$ cat src/design/sde_pkg.sv
// Shared types and constants for the sorted dictionary index encoder.
// No dependencies; imported by the top level and sde_engine.
`timescale 1ns / 1ps
package sde_pkg;

	localparam int MAX_ELEMENTS_DEF = 1024;
	localparam int DATA_W           = 32;
	localparam int DCOUNT_W         = 11;

	localparam logic REQ_ADD  = 1'b0;
	localparam logic REQ_READ = 1'b1;

	localparam logic KIND_TABLE = 1'b0;
	localparam logic KIND_ELEM  = 1'b1;

	localparam logic [1:0] WC_8  = 2'd0;
	localparam logic [1:0] WC_16 = 2'd1;
	localparam logic [1:0] WC_32 = 2'd2;

	localparam logic [31:0] WC8_LIMIT  = 32'd256;
	localparam logic [31:0] WC16_LIMIT = 32'd65536;

	typedef struct packed {
		logic              req_type;
		logic [DATA_W-1:0] value;
	} req_t;

	typedef struct packed {
		logic                kind;
		logic [DATA_W-1:0]   data;
		logic [DCOUNT_W-1:0] distinct_count;
		logic [1:0]          width_code;
		logic                overflow;
		logic                last;
	} res_t;

endpackage

$ cat src/design/sde_engine.sv
// Sequencer for the encoder: one shared compare unit does the binary searches,
// insertion shifts move one entry per S_SHRD/S_SHWR pass. Depends on sde_pkg.
`timescale 1ns / 1ps
module sde_engine #(
	parameter int MAX_ELEMENTS = sde_pkg::MAX_ELEMENTS_DEF
) (
	input  logic                            clk,
	input  logic                            arst_n,
	input  logic                            transform_enable,
	input  logic                            req_valid,
	output logic                            req_stall,
	input  sde_pkg::req_t                   req_word,
	output logic                            res_valid,
	input  logic                            res_stall,
	output sde_pkg::res_t                   res_word,
	output logic                            elem_we,
	output logic [$clog2(MAX_ELEMENTS)-1:0] elem_waddr,
	output logic [sde_pkg::DATA_W-1:0]      elem_wdata,
	output logic [$clog2(MAX_ELEMENTS)-1:0] elem_raddr,
	input  logic [sde_pkg::DATA_W-1:0]      elem_rdata,
	output logic                            tab_we,
	output logic [$clog2(MAX_ELEMENTS)-1:0] tab_waddr,
	output logic [sde_pkg::DATA_W-1:0]      tab_wdata,
	output logic [$clog2(MAX_ELEMENTS)-1:0] tab_raddr,
	input  logic [sde_pkg::DATA_W-1:0]      tab_rdata
);
	import sde_pkg::*;

	localparam int AW = $clog2(MAX_ELEMENTS);
	localparam int CW = $clog2(MAX_ELEMENTS + 1);
	localparam logic [CW-1:0] MAX_CNT = CW'(MAX_ELEMENTS);

	typedef enum logic [3:0] {
		S_IDLE, S_SRCH, S_CMP, S_CHK, S_SHRD, S_SHWR, S_TABRD, S_ELRD, S_EMIT
	} state_t;

	state_t            state_q;
	logic [CW-1:0]     elem_cnt_q, tab_cnt_q, pos_q, lo_q, hi_q, mid_q, idx_q;
	logic              phase_q, ovf_q, lookup_q, last_q, kind_q;
	logic [DATA_W-1:0] key_q, data_q;
	logic              res_valid_q;
	res_t              res_word_q;

	logic              accept, out_free, rd_table;
	logic [CW:0]       mid_sum;
	logic [CW-1:0]     mid_w, pos_b, pos_c, pos_inc;
	logic [1:0]        wc;

	assign accept    = req_valid && !req_stall;
	assign req_stall = (state_q != S_IDLE);
	assign out_free  = !(res_valid_q && res_stall);
	assign res_valid = res_valid_q;
	assign res_word  = res_word_q;

	assign mid_sum  = ((CW+1)'(lo_q) + (CW+1)'(hi_q)) >> 1;
	assign mid_w    = CW'(mid_sum);
	assign rd_table = !phase_q && transform_enable && (pos_q < tab_cnt_q);
	// transform off in table phase restarts at the first element
	assign pos_b    = phase_q ? pos_q : '0;
	assign pos_c    = (pos_b >= elem_cnt_q) ? elem_cnt_q - 1'b1 : pos_b;
	assign pos_inc  = pos_q + 1'b1;

	always_comb begin
		if (!transform_enable) begin
			wc = WC_32;
		end else if (32'(tab_cnt_q) < WC8_LIMIT) begin
			wc = WC_8;
		end else if (32'(tab_cnt_q) < WC16_LIMIT) begin
			wc = WC_16;
		end else begin
			wc = WC_32;
		end
	end

	always_comb begin
		elem_we    = 1'b0;
		elem_waddr = elem_cnt_q[AW-1:0];
		elem_wdata = req_word.value;
		elem_raddr = pos_c[AW-1:0];
		tab_we     = 1'b0;
		tab_waddr  = idx_q[AW-1:0];
		tab_wdata  = tab_rdata;
		tab_raddr  = pos_q[AW-1:0];
		unique case (state_q)
			S_IDLE: begin
				elem_we = accept && req_word.req_type == REQ_ADD && !phase_q
				          && pos_q == '0 && elem_cnt_q != MAX_CNT;
			end
			S_SRCH: begin
				tab_raddr = (lo_q < hi_q) ? mid_w[AW-1:0] : lo_q[AW-1:0];
			end
			S_SHRD: begin
				tab_raddr = AW'(idx_q - 1'b1);
				if (!(idx_q > lo_q)) begin
					tab_we    = 1'b1;
					tab_waddr = lo_q[AW-1:0];
					tab_wdata = key_q;
				end
			end
			S_SHWR: begin
				tab_we = 1'b1;
			end
			default: begin
			end
		endcase
	end

	always_ff @(posedge clk or negedge arst_n) begin
		if (!arst_n) begin
			state_q     <= S_IDLE;
			elem_cnt_q  <= '0;
			tab_cnt_q   <= '0;
			pos_q       <= '0;
			phase_q     <= 1'b0;
			ovf_q       <= 1'b0;
			lookup_q    <= 1'b0;
			last_q      <= 1'b0;
			kind_q      <= KIND_TABLE;
			res_valid_q <= 1'b0;
		end else begin
			if (res_valid_q && !res_stall && state_q != S_EMIT) begin
				res_valid_q <= 1'b0;
			end
			unique case (state_q)
				S_IDLE: begin
					if (accept && req_word.req_type == REQ_ADD) begin
						// adds are ignored once readout has begun
						if (!phase_q && pos_q == '0) begin
							if (elem_cnt_q == MAX_CNT) begin
								ovf_q <= 1'b1;
							end else begin
								elem_cnt_q <= elem_cnt_q + 1'b1;
								key_q      <= req_word.value;
								lo_q       <= '0;
								hi_q       <= tab_cnt_q;
								lookup_q   <= 1'b0;
								state_q    <= S_SRCH;
							end
						end
					end else if (accept && elem_cnt_q != '0) begin
						if (rd_table) begin
							if (pos_inc >= tab_cnt_q) begin
								phase_q <= 1'b1;
								pos_q   <= '0;
							end else begin
								pos_q <= pos_inc;
							end
							state_q <= S_TABRD;
						end else begin
							phase_q <= 1'b1;
							pos_q   <= pos_c + 1'b1;
							last_q  <= (pos_c + 1'b1) >= elem_cnt_q;
							state_q <= S_ELRD;
						end
					end
				end
				S_TABRD: begin
					kind_q  <= KIND_TABLE;
					data_q  <= tab_rdata;
					last_q  <= 1'b0;
					state_q <= S_EMIT;
				end
				S_ELRD: begin
					kind_q <= KIND_ELEM;
					if (transform_enable) begin
						key_q    <= elem_rdata;
						lo_q     <= '0;
						hi_q     <= tab_cnt_q;
						lookup_q <= 1'b1;
						state_q  <= S_SRCH;
					end else begin
						data_q  <= elem_rdata;
						state_q <= S_EMIT;
					end
				end
				S_SRCH: begin
					if (lo_q < hi_q) begin
						mid_q   <= mid_w;
						state_q <= S_CMP;
					end else if (lookup_q) begin
						data_q  <= DATA_W'(lo_q);
						state_q <= S_EMIT;
					end else begin
						state_q <= S_CHK;
					end
				end
				S_CMP: begin
					if (tab_rdata < key_q) begin
						lo_q <= mid_q + 1'b1;
					end else begin
						hi_q <= mid_q;
					end
					state_q <= S_SRCH;
				end
				S_CHK: begin
					if (lo_q < tab_cnt_q && tab_rdata == key_q) begin
						state_q <= S_IDLE;
					end else begin
						idx_q   <= tab_cnt_q;
						state_q <= S_SHRD;
					end
				end
				S_SHRD: begin
					if (idx_q > lo_q) begin
						state_q <= S_SHWR;
					end else begin
						tab_cnt_q <= tab_cnt_q + 1'b1;
						state_q   <= S_IDLE;
					end
				end
				S_SHWR: begin
					idx_q   <= idx_q - 1'b1;
					state_q <= S_SHRD;
				end
				S_EMIT: begin
					if (out_free) begin
						res_valid_q                <= 1'b1;
						res_word_q.kind           <= kind_q;
						res_word_q.data           <= data_q;
						res_word_q.distinct_count <= DCOUNT_W'(tab_cnt_q);
						res_word_q.width_code     <= wc;
						res_word_q.overflow       <= ovf_q;
						res_word_q.last           <= last_q;
						if (last_q) begin
							elem_cnt_q <= '0;
							tab_cnt_q  <= '0;
							pos_q      <= '0;
							phase_q    <= 1'b0;
							ovf_q      <= 1'b0;
						end
						state_q <= S_IDLE;
					end
				end
				default: begin
					state_q <= S_IDLE;
				end
			endcase
		end
	end

	a_tab_le_elem: assert property (@(posedge clk) disable iff (!arst_n)
		tab_cnt_q <= elem_cnt_q) else $error("table larger than element count");

	a_elem_cap: assert property (@(posedge clk) disable iff (!arst_n)
		elem_cnt_q <= MAX_CNT) else $error("element count past capacity");

	a_search_bounds: assert property (@(posedge clk) disable iff (!arst_n)
		(state_q == S_SRCH) |-> (lo_q <= hi_q && hi_q <= tab_cnt_q))
		else $error("search bounds crossed");

	a_last_clears: assert property (@(posedge clk) disable iff (!arst_n)
		(state_q == S_EMIT && out_free && last_q) |=> (elem_cnt_q == '0 && !phase_q))
		else $error("block not cleared after last word");

	a_out_hold: assert property (@(posedge clk) disable iff (!arst_n)
		(state_q == S_EMIT && !out_free) |=> (state_q == S_EMIT))
		else $error("result lost while output stalled");
endmodule

$ cat config.mk
export PLATFORM = sky130hd
export DESIGN_NAME = sde_engine
export DESIGN_NICKNAME = d
export VERILOG_FILES = /design/src/design/sde_pkg.sv /design/src/design/sde_engine.sv
export SDC_FILE = /design/constraint.sdc
export NUM_CORES = 1
export LEC_CHECK = 0
export BUFFER_PORTS_ARGS = -buffer_cell sky130_fd_sc_hd__buf_2
export CAP_MARGIN = 20
export CORE_ASPECT_RATIO = 0.75
export CORE_MARGIN = 1
export CORE_UTILIZATION = 57
export CTS_CLUSTER_SIZE = 8
export DETAILED_ROUTE_END_ITERATION = 6
export PLACE_DENSITY = 0.82
export SLEW_MARGIN = 20
export SYNTH_ARGS = -nofsm -noshare
export SYNTH_HDL_FRONTEND = slang
export SYNTH_SLANG_ARGS = --single-unit
$ cat constraint.sdc
create_clock -name clk -period 6.26 [get_ports clk]
set_clock_uncertainty 0.2 [all_clocks]
set_input_delay 1.565 -clock clk [delete_from_list [all_inputs] [get_ports clk]]
set_output_delay 1.565 -clock clk [all_outputs]
set_load 0.03 [all_outputs]
After elaboration in Yosys (flattened, before gate mapping)
Cells that the tools add are included.
{"block": "totals", "word_cells": 201, "regBits": 199, "out_inout_bits": 156, "in_bits": 102}
{"block": "classes", "order_cmp": 9, "bitwise_logic": 2, "n_reduce_logical": 43, "n_eq_ne": 33, "n_addsub": 8, "n_mux": 84}
{"operator": "$mux W32", "count": 9}
{"operator": "$mux W11", "count": 23}
{"operator": "$pmux W32 S3", "count": 1}
{"operator": "$pmux W11 S2", "count": 4}
{"operator": "$pmux W11 S3", "count": 2}
{"operator": "$pmux W32 S2", "count": 1}
{"operator": "$add A11 B1 Y11 const B", "count": 5}
{"operator": "$pmux W4 S9", "count": 1}
{"operator": "$ne A2 B2 Y1 const B", "count": 17}
{"operator": "$ge A11 B11 Y1", "count": 3}
{"operator": "$lt A11 B11 Y1", "count": 3}
{"operator": "$eq A32 B32 Y1", "count": 1}
{"operator": "$lt A32 B32 Y1", "count": 1}
{"operator": "$mux W4", "count": 8}
{"operator": "$mux W10", "count": 3}
{"operator": "$reduce_and A6 Y1", "count": 4}
{"operator": "$mux W1", "count": 23}
{"operator": "$sub A11 B1 Y11 const B", "count": 2}
{"operator": "$pmux W10 S2", "count": 1}
{"operator": "$eq A4 B3 Y1 const B", "count": 4}
{"operator": "$reduce_and A5 Y1", "count": 3}
{"operator": "$reduce_and A7 Y1", "count": 2}
{"operator": "$logic_and A1 B1 Y1", "count": 13}
{"operator": "$add A11 B11 Y12", "count": 1}
{"operator": "21 further kinds", "count": 44}

Logic depth before layout (Yosys ltp)
{"block": "logic_depth", "depth_word": 9, "depth_mapped": 23, "ltp_nobuf": 21}

Least setup slack after synthesis
Ideal clock, no wire load.
{"block": "synth_timing", "path_type": "register to register", "startpoint": "register phase_q", "endpoint": "register last_q", "t_required_ns": 5.924, "stages_incl_launch_ff": 23, "synth_period_minus_slack_ns": 5.609, "arrival_ns": 5.273, "path_buffers": 2, "setup_slack_ns": 0.651, "setup_ns": 0.136, "cell_sequence": "dfrtp_1 clkbuf_1 and2_1 ha_1 nand3_1 o221ai_1 a21oi_1 nor2_1 buf_2 mux2i_1 ha_1 nand2b_1 or3_4 or4_1 o31ai_2 xor2_1 ha_1 nand2_1 a21oi_1 a221oi_1 o21ai_0 a21oi_1 a21oi_1"}
{"block": "synth_between", "elab_chain_cells": 9, "word_cells_on_any_way": 14, "classes_between": "add/sub (1); order compare (2); eq/ne (1); mux (6); reduce/logical (4)"}
{"item": "start, declared", "line": "sde_engine.sv:39", "source": "logic phase_q, ovf_q, lookup_q, last_q, kind_q;"}
{"item": "start signal, assigned", "line": "sde_engine.sv:114", "source": "phase_q <= 1'b0;"}
{"item": "start signal, assigned", "line": "sde_engine.sv:143", "source": "phase_q <= 1'b1;"}
{"item": "start signal, assigned", "line": "sde_engine.sv:150", "source": "phase_q <= 1'b1;"}
{"item": "$mux W11 (*)", "line": "sde_engine.sv:59", "source": "assign pos_b = phase_q ? pos_q : '0;"}
{"item": "$ge A11 B11 Y1", "line": "sde_engine.sv:60", "source": "assign pos_c = (pos_b >= elem_cnt_q) ? elem_cnt_q - 1'b1 : pos_b;"}
{"item": "$mux W11 (*)", "line": "sde_engine.sv:60"}
{"item": "named net elem_raddr[0]", "line": "sde_engine.sv:19", "source": "output logic [$clog2(MAX_ELEMENTS)-1:0] elem_raddr,"}
{"item": "$add A11 B1 Y11 (*)", "line": "sde_engine.sv:152", "source": "last_q <= (pos_c + 1'b1) >= elem_cnt_q;"}
{"item": "$ge A11 B11 Y1 (*)", "line": "sde_engine.sv:152"}
{"item": "$mux W1 (*)", "line": "sde_engine.sv:141", "source": "if (rd_table) begin"}
{"item": "$mux W1 (*)", "line": "sde_engine.sv:140", "source": "end else if (accept && elem_cnt_q != '0) begin"}
{"item": "$mux W1 (*)", "line": "sde_engine.sv:126", "source": "if (accept && req_word.req_type == REQ_ADD) begin"}
{"item": "$pmux W1 S2 (*)", "line": "sde_engine.sv:124", "source": "unique case (state_q)"}
{"item": "end signal, assigned", "line": "sde_engine.sv:152"}
{"item": "end, declared", "line": "sde_engine.sv:39"}
Mark *: on every way through the listed nets, which the timed path passes. The rest lies on a longest branch. The select of a mux whose other input is x is not followed.
A chain may end at the register's enable or synchronous reset.

Worst setup path after layout
{"block": "layout_timing", "startpoint": "register lo_q[1]", "endpoint": "output tab_waddr[2]"}
{"block": "layout_between", "elab_chain_cells": 3}
{"item": "start, declared", "line": "sde_engine.sv:38", "source": "logic [CW-1:0] elem_cnt_q, tab_cnt_q, pos_q, lo_q, hi_q, mid_q, idx_q;"}
{"item": "start signal, assigned", "line": "sde_engine.sv:189", "source": "lo_q <= mid_q + 1'b1;"}
{"item": "$gt A11 B11 Y1", "line": "sde_engine.sv:94", "source": "if (!(idx_q > lo_q)) begin"}
{"item": "$mux W10", "line": "sde_engine.sv:94"}
{"item": "$mux W10", "line": "sde_engine.sv:84", "source": "unique case (state_q)"}
{"item": "end, declared", "line": "sde_engine.sv:22", "source": "output logic [$clog2(MAX_ELEMENTS)-1:0] tab_waddr,"}
Every way passes these cells.

==> out/results.ini <==
[synthesis]
syn_nets = 1605
synth_seq_cells = 199
yosysSeqAreaShare_pct = 43.5
syn_area_per_cell_um2 = 9.63
ys_async_sr_fraction_pct = 21.6
ys_types = 77
yosysWarnings = 0
ys.flop_type = edfxtp_1
syn_area_mm2 = 0.0133
syn_inst = 1376
synth_edf_count = 156

[placement]
routabilityCongestion = 0.954
placed_cell_area_mm2 = 0.0145
dp.final_hpwl_mm = 29.2
dpl.cell_count = 1850
portBuffers = 257
place_ws_ps = 948

[floorplan]
die_width_um = 178
start_util_pct = 59.1
core_mm2 = 0.0224
ios = 258
die_area_mm2 = 0.0239
num_rows = 47
die_h_um = 134

[final_layout]
antenna_cells = 0
drive_gt1_share_pct = 23.4
num-nets-final = 1804
fillers = 1772
final_area_mm2 = 0.0152
area_delta_synth_final_pct = 14.4
layout.cells.non_filler = 1882

[drt]
dr.pass1.iters = 5
first_iter_violations = 1295
wl_met2_mm = 16.8
wl_met3_mm = 3.67
vias = 11300
wl_mm = 38.1
ant_nets = 0
drc = 0
wirelength_met1_mm = 16.9
highest_layer = met4
vias_per_cell = 6.01
wl_per_cell_um = 20.2

[global_routing]
antenna_found_initial = 0
grt_util_all_layers_pct = 32.2
grt_max_degree = 49
grt_overflow = 0
grt_pass1_wl_mm = 58.3
grt_pass1_vias = 10500

[pwr]
power.share.clock_pct = 17.2
p_int_mw = 3.54
vdd_drop_max_mv = 0.334
seqPwrFrac_pct = 32.4
p_leak_nw = 6.96
p_comb_share_pct = 50.4
powerDensity_mw_per_mm2 = 437
totalPowerFinal_mw = 6.62
p_switching_mw = 3.08
sw_frac_of_total_pct = 46.6

[flow_run]
maxCapViolCount = 0

[setup_path]
worstPathMaxFanout = 39
worstReg2RegEnd = last_q$_DFFE_PN0P_
endpoint_kind = primary output
crit_arrival_ps = 3760
worstPathRequired_ps = 4490
r2r_start = phase_q$_DFFE_PN0P_
crit_type = flop to primary output
startpoint_type = flop
worstRegToRegCells = 22
r2r_slack_ps = 880

[worst_hold_path]
worstHoldStart = data_q[19]$_DFFE_PP_
hold_class = flop to flop
min_to = res_word[34]$_DFFE_PP_
hold_depth = 0

[sta]
hold_viol = 0
period_share_pct = 88.3
tightest_slew_ps = 1050
fin_ws_ps = 731
relSlewSlack_pct = 30.1
period_needed_ps = 5530
setup_viol = 0
drv_slew = 0
tns_ps = 0
rsz0062_at_grt = no
fmax_mhz = 181

[clock_network]
cts-htree-levels = 4
cts_tree = yes
holdBufCountCts = 0
insertion_delay_ps = 450
cts-root-buf = clkbuf_16
clk_pin_slew_worst_paths_ps = 90
cts.sinks = 199
cts_max_path_buffers = 2
cts_resized = 0
cts_buffers = 17
cts_setup_buffers = 0

[outcome]
status = completed

final cells by class:
| cell class | count | area, µm² | area share, % |
|---|---|---|---|
| clock buffer | 17 | 425 | 2.81 |
| clock inverter | 15 | 189 | 1.25 |
| inverter | 103 | 387 | 2.55 |
| multi-input combinational | 982 | 6620 | 43.7 |
| sequential | 199 | 5760 | 38.0 |
| tap | 294 | 368 | 2.43 |
| timing repair buffer | 272 | 1410 | 9.31 |
registers in the layout (all words and copies together), names as in the netlist:
register and count:
pos_q 11, res_word 48, elem_cnt_q 11, kind_q 1, phase_q 1, last_q 1, res_valid 1, tab_cnt_q 11
idx_q 11, lookup_q 1, key_q 32, lo_q 11, ovf_q 1, state_q 4, data_q 32, hi_q 11
mid_q 11
synthesized netlist by cell type, types with 5 or more instances:
| cell type | n | area [µm²] |
|---|---|---|
| o21a_1 | 7 | 52.6 |
| a21o_1 | 13 | 97.6 |
| o21bai_1 | 5 | 37.5 |
| mux2_2 | 40 | 450 |
| inv_1 | 101 | 379 |
| or3_1 | 8 | 50.1 |
| a21oi_1 | 68 | 340 |
| o31ai_1 | 6 | 45.0 |
| nand2_1 | 261 | 980 |
| dfrtp_1 | 43 | 1080 |
| xnor2_1 | 38 | 333 |
| nor2b_1 | 16 | 100 |
| edfxtp_1 | 156 | 4680 |
| and3_1 | 11 | 68.8 |
| buf_4 | 42 | 315 |
| nor3_1 | 17 | 85.1 |
| xor2_1 | 23 | 201 |
| mux2i_1 | 18 | 180 |
| nor2_1 | 83 | 312 |
| o221ai_1 | 9 | 78.8 |
| and2_1 | 12 | 75.1 |
| o211ai_1 | 17 | 128 |
| nand3_1 | 35 | 175 |
| o21ai_0 | 53 | 265 |
| nor4_1 | 7 | 43.8 |
| clkbuf_1 | 41 | 154 |
| nand2b_1 | 9 | 56.3 |
| ha_1 | 126 | 1580 |
| nand4_1 | 23 | 144 |
power groups by stage:
stage               Clock, mW  Sequential (mW)  Combinational [mW]
floorplan                   0             2.05                2.39
global placement            0             2.14                3.18
detailed placement          0             2.16                3.26
CTS                      1.14             2.13                3.29
global route             1.19             2.17                3.62
finish                   1.14             2.15                3.33
per-layer routing:
metal,track usage (%),vias up
met1,47.7,5356
met4,7.88,0
li1,-,5222
met5,0,-
met2,49.0,667
met3,5.30,61
stage by stage:
stage,hold slack (ps),utilization (%)
after detailed placement,205,64.9
after global routing,222,67.7
final,211,67.7
after floorplan,200,-
after global placement,201,64.9
after CTS,219,67.6
cells by family (layout without fill, tap and decap cells):
kind of cell    Yosys count  in the layout  share of synthesized area [%]
mux                      58             58                           4.76
compound gates          230            230                           11.3
simple gates            506            506                           17.6
flops                   199            199                           43.5
fa+ha+maj               127            127                           12.0
buf+inv                 195            407                           6.82
xor+xnor                 61             61                           4.03
worst max-delay path: stages, from the launching register on:
cell and delay, ps:
edfxtp_1 520, inv_1 140, ha_1 320, nor2b_1 130, o21ai_0 140, nand2b_1 70, a21oi_1 150, o211ai_1 270
a21oi_4 670, buf_12 330, mux2_2 400, buf_2 180
layout by cell type, fill, tap and decap left out, types with 5 or more instances in the layout:
cell       count
o221ai_1       9
and2_1        12
o21a_1         7
mux2i_1       18
o21ai_0       53
ha_1         126
nand4_1       23
o211ai_1      17
nor2b_1       15
inv_1        101
nand2_1      261
o31ai_1        6
nand3_1       35
o21bai_1       5
nor4_1         7
or3_1          8
a21o_1        13
nor3_1        17
nor2_1        81
mux2_2        40
buf_4         14
dfrtp_1       43
xnor2_1       38
and3_1        10
edfxtp_1     156
a21oi_1       66
xor2_1        23
clkbuf_16     17
nand2b_1       9
buf_2        257
worst max path at each step:
stage	from	to	slack, ps	cells past startpoint
after global placement	phase_q$_DFFE_PN0P_	last_q$_DFFE_PN0P_	1140	22
after detailed placement	phase_q$_DFFE_PN0P_	last_q$_DFFE_PN0P_	950	22
after CTS	lo_q[6]$_SDFFCE_PN0P_	tab_wdata[7]	810	11
after global routing	phase_q$_DFFE_PN0P_	last_q$_DFFE_PN0P_	440	22
final	lo_q[1]$_SDFFCE_PN0P_	tab_waddr[2]	730	11
after floorplan	phase_q$_DFFE_PN0P_	last_q$_DFFE_PN0P_	650	22
(Power assumes the default switching activity.)
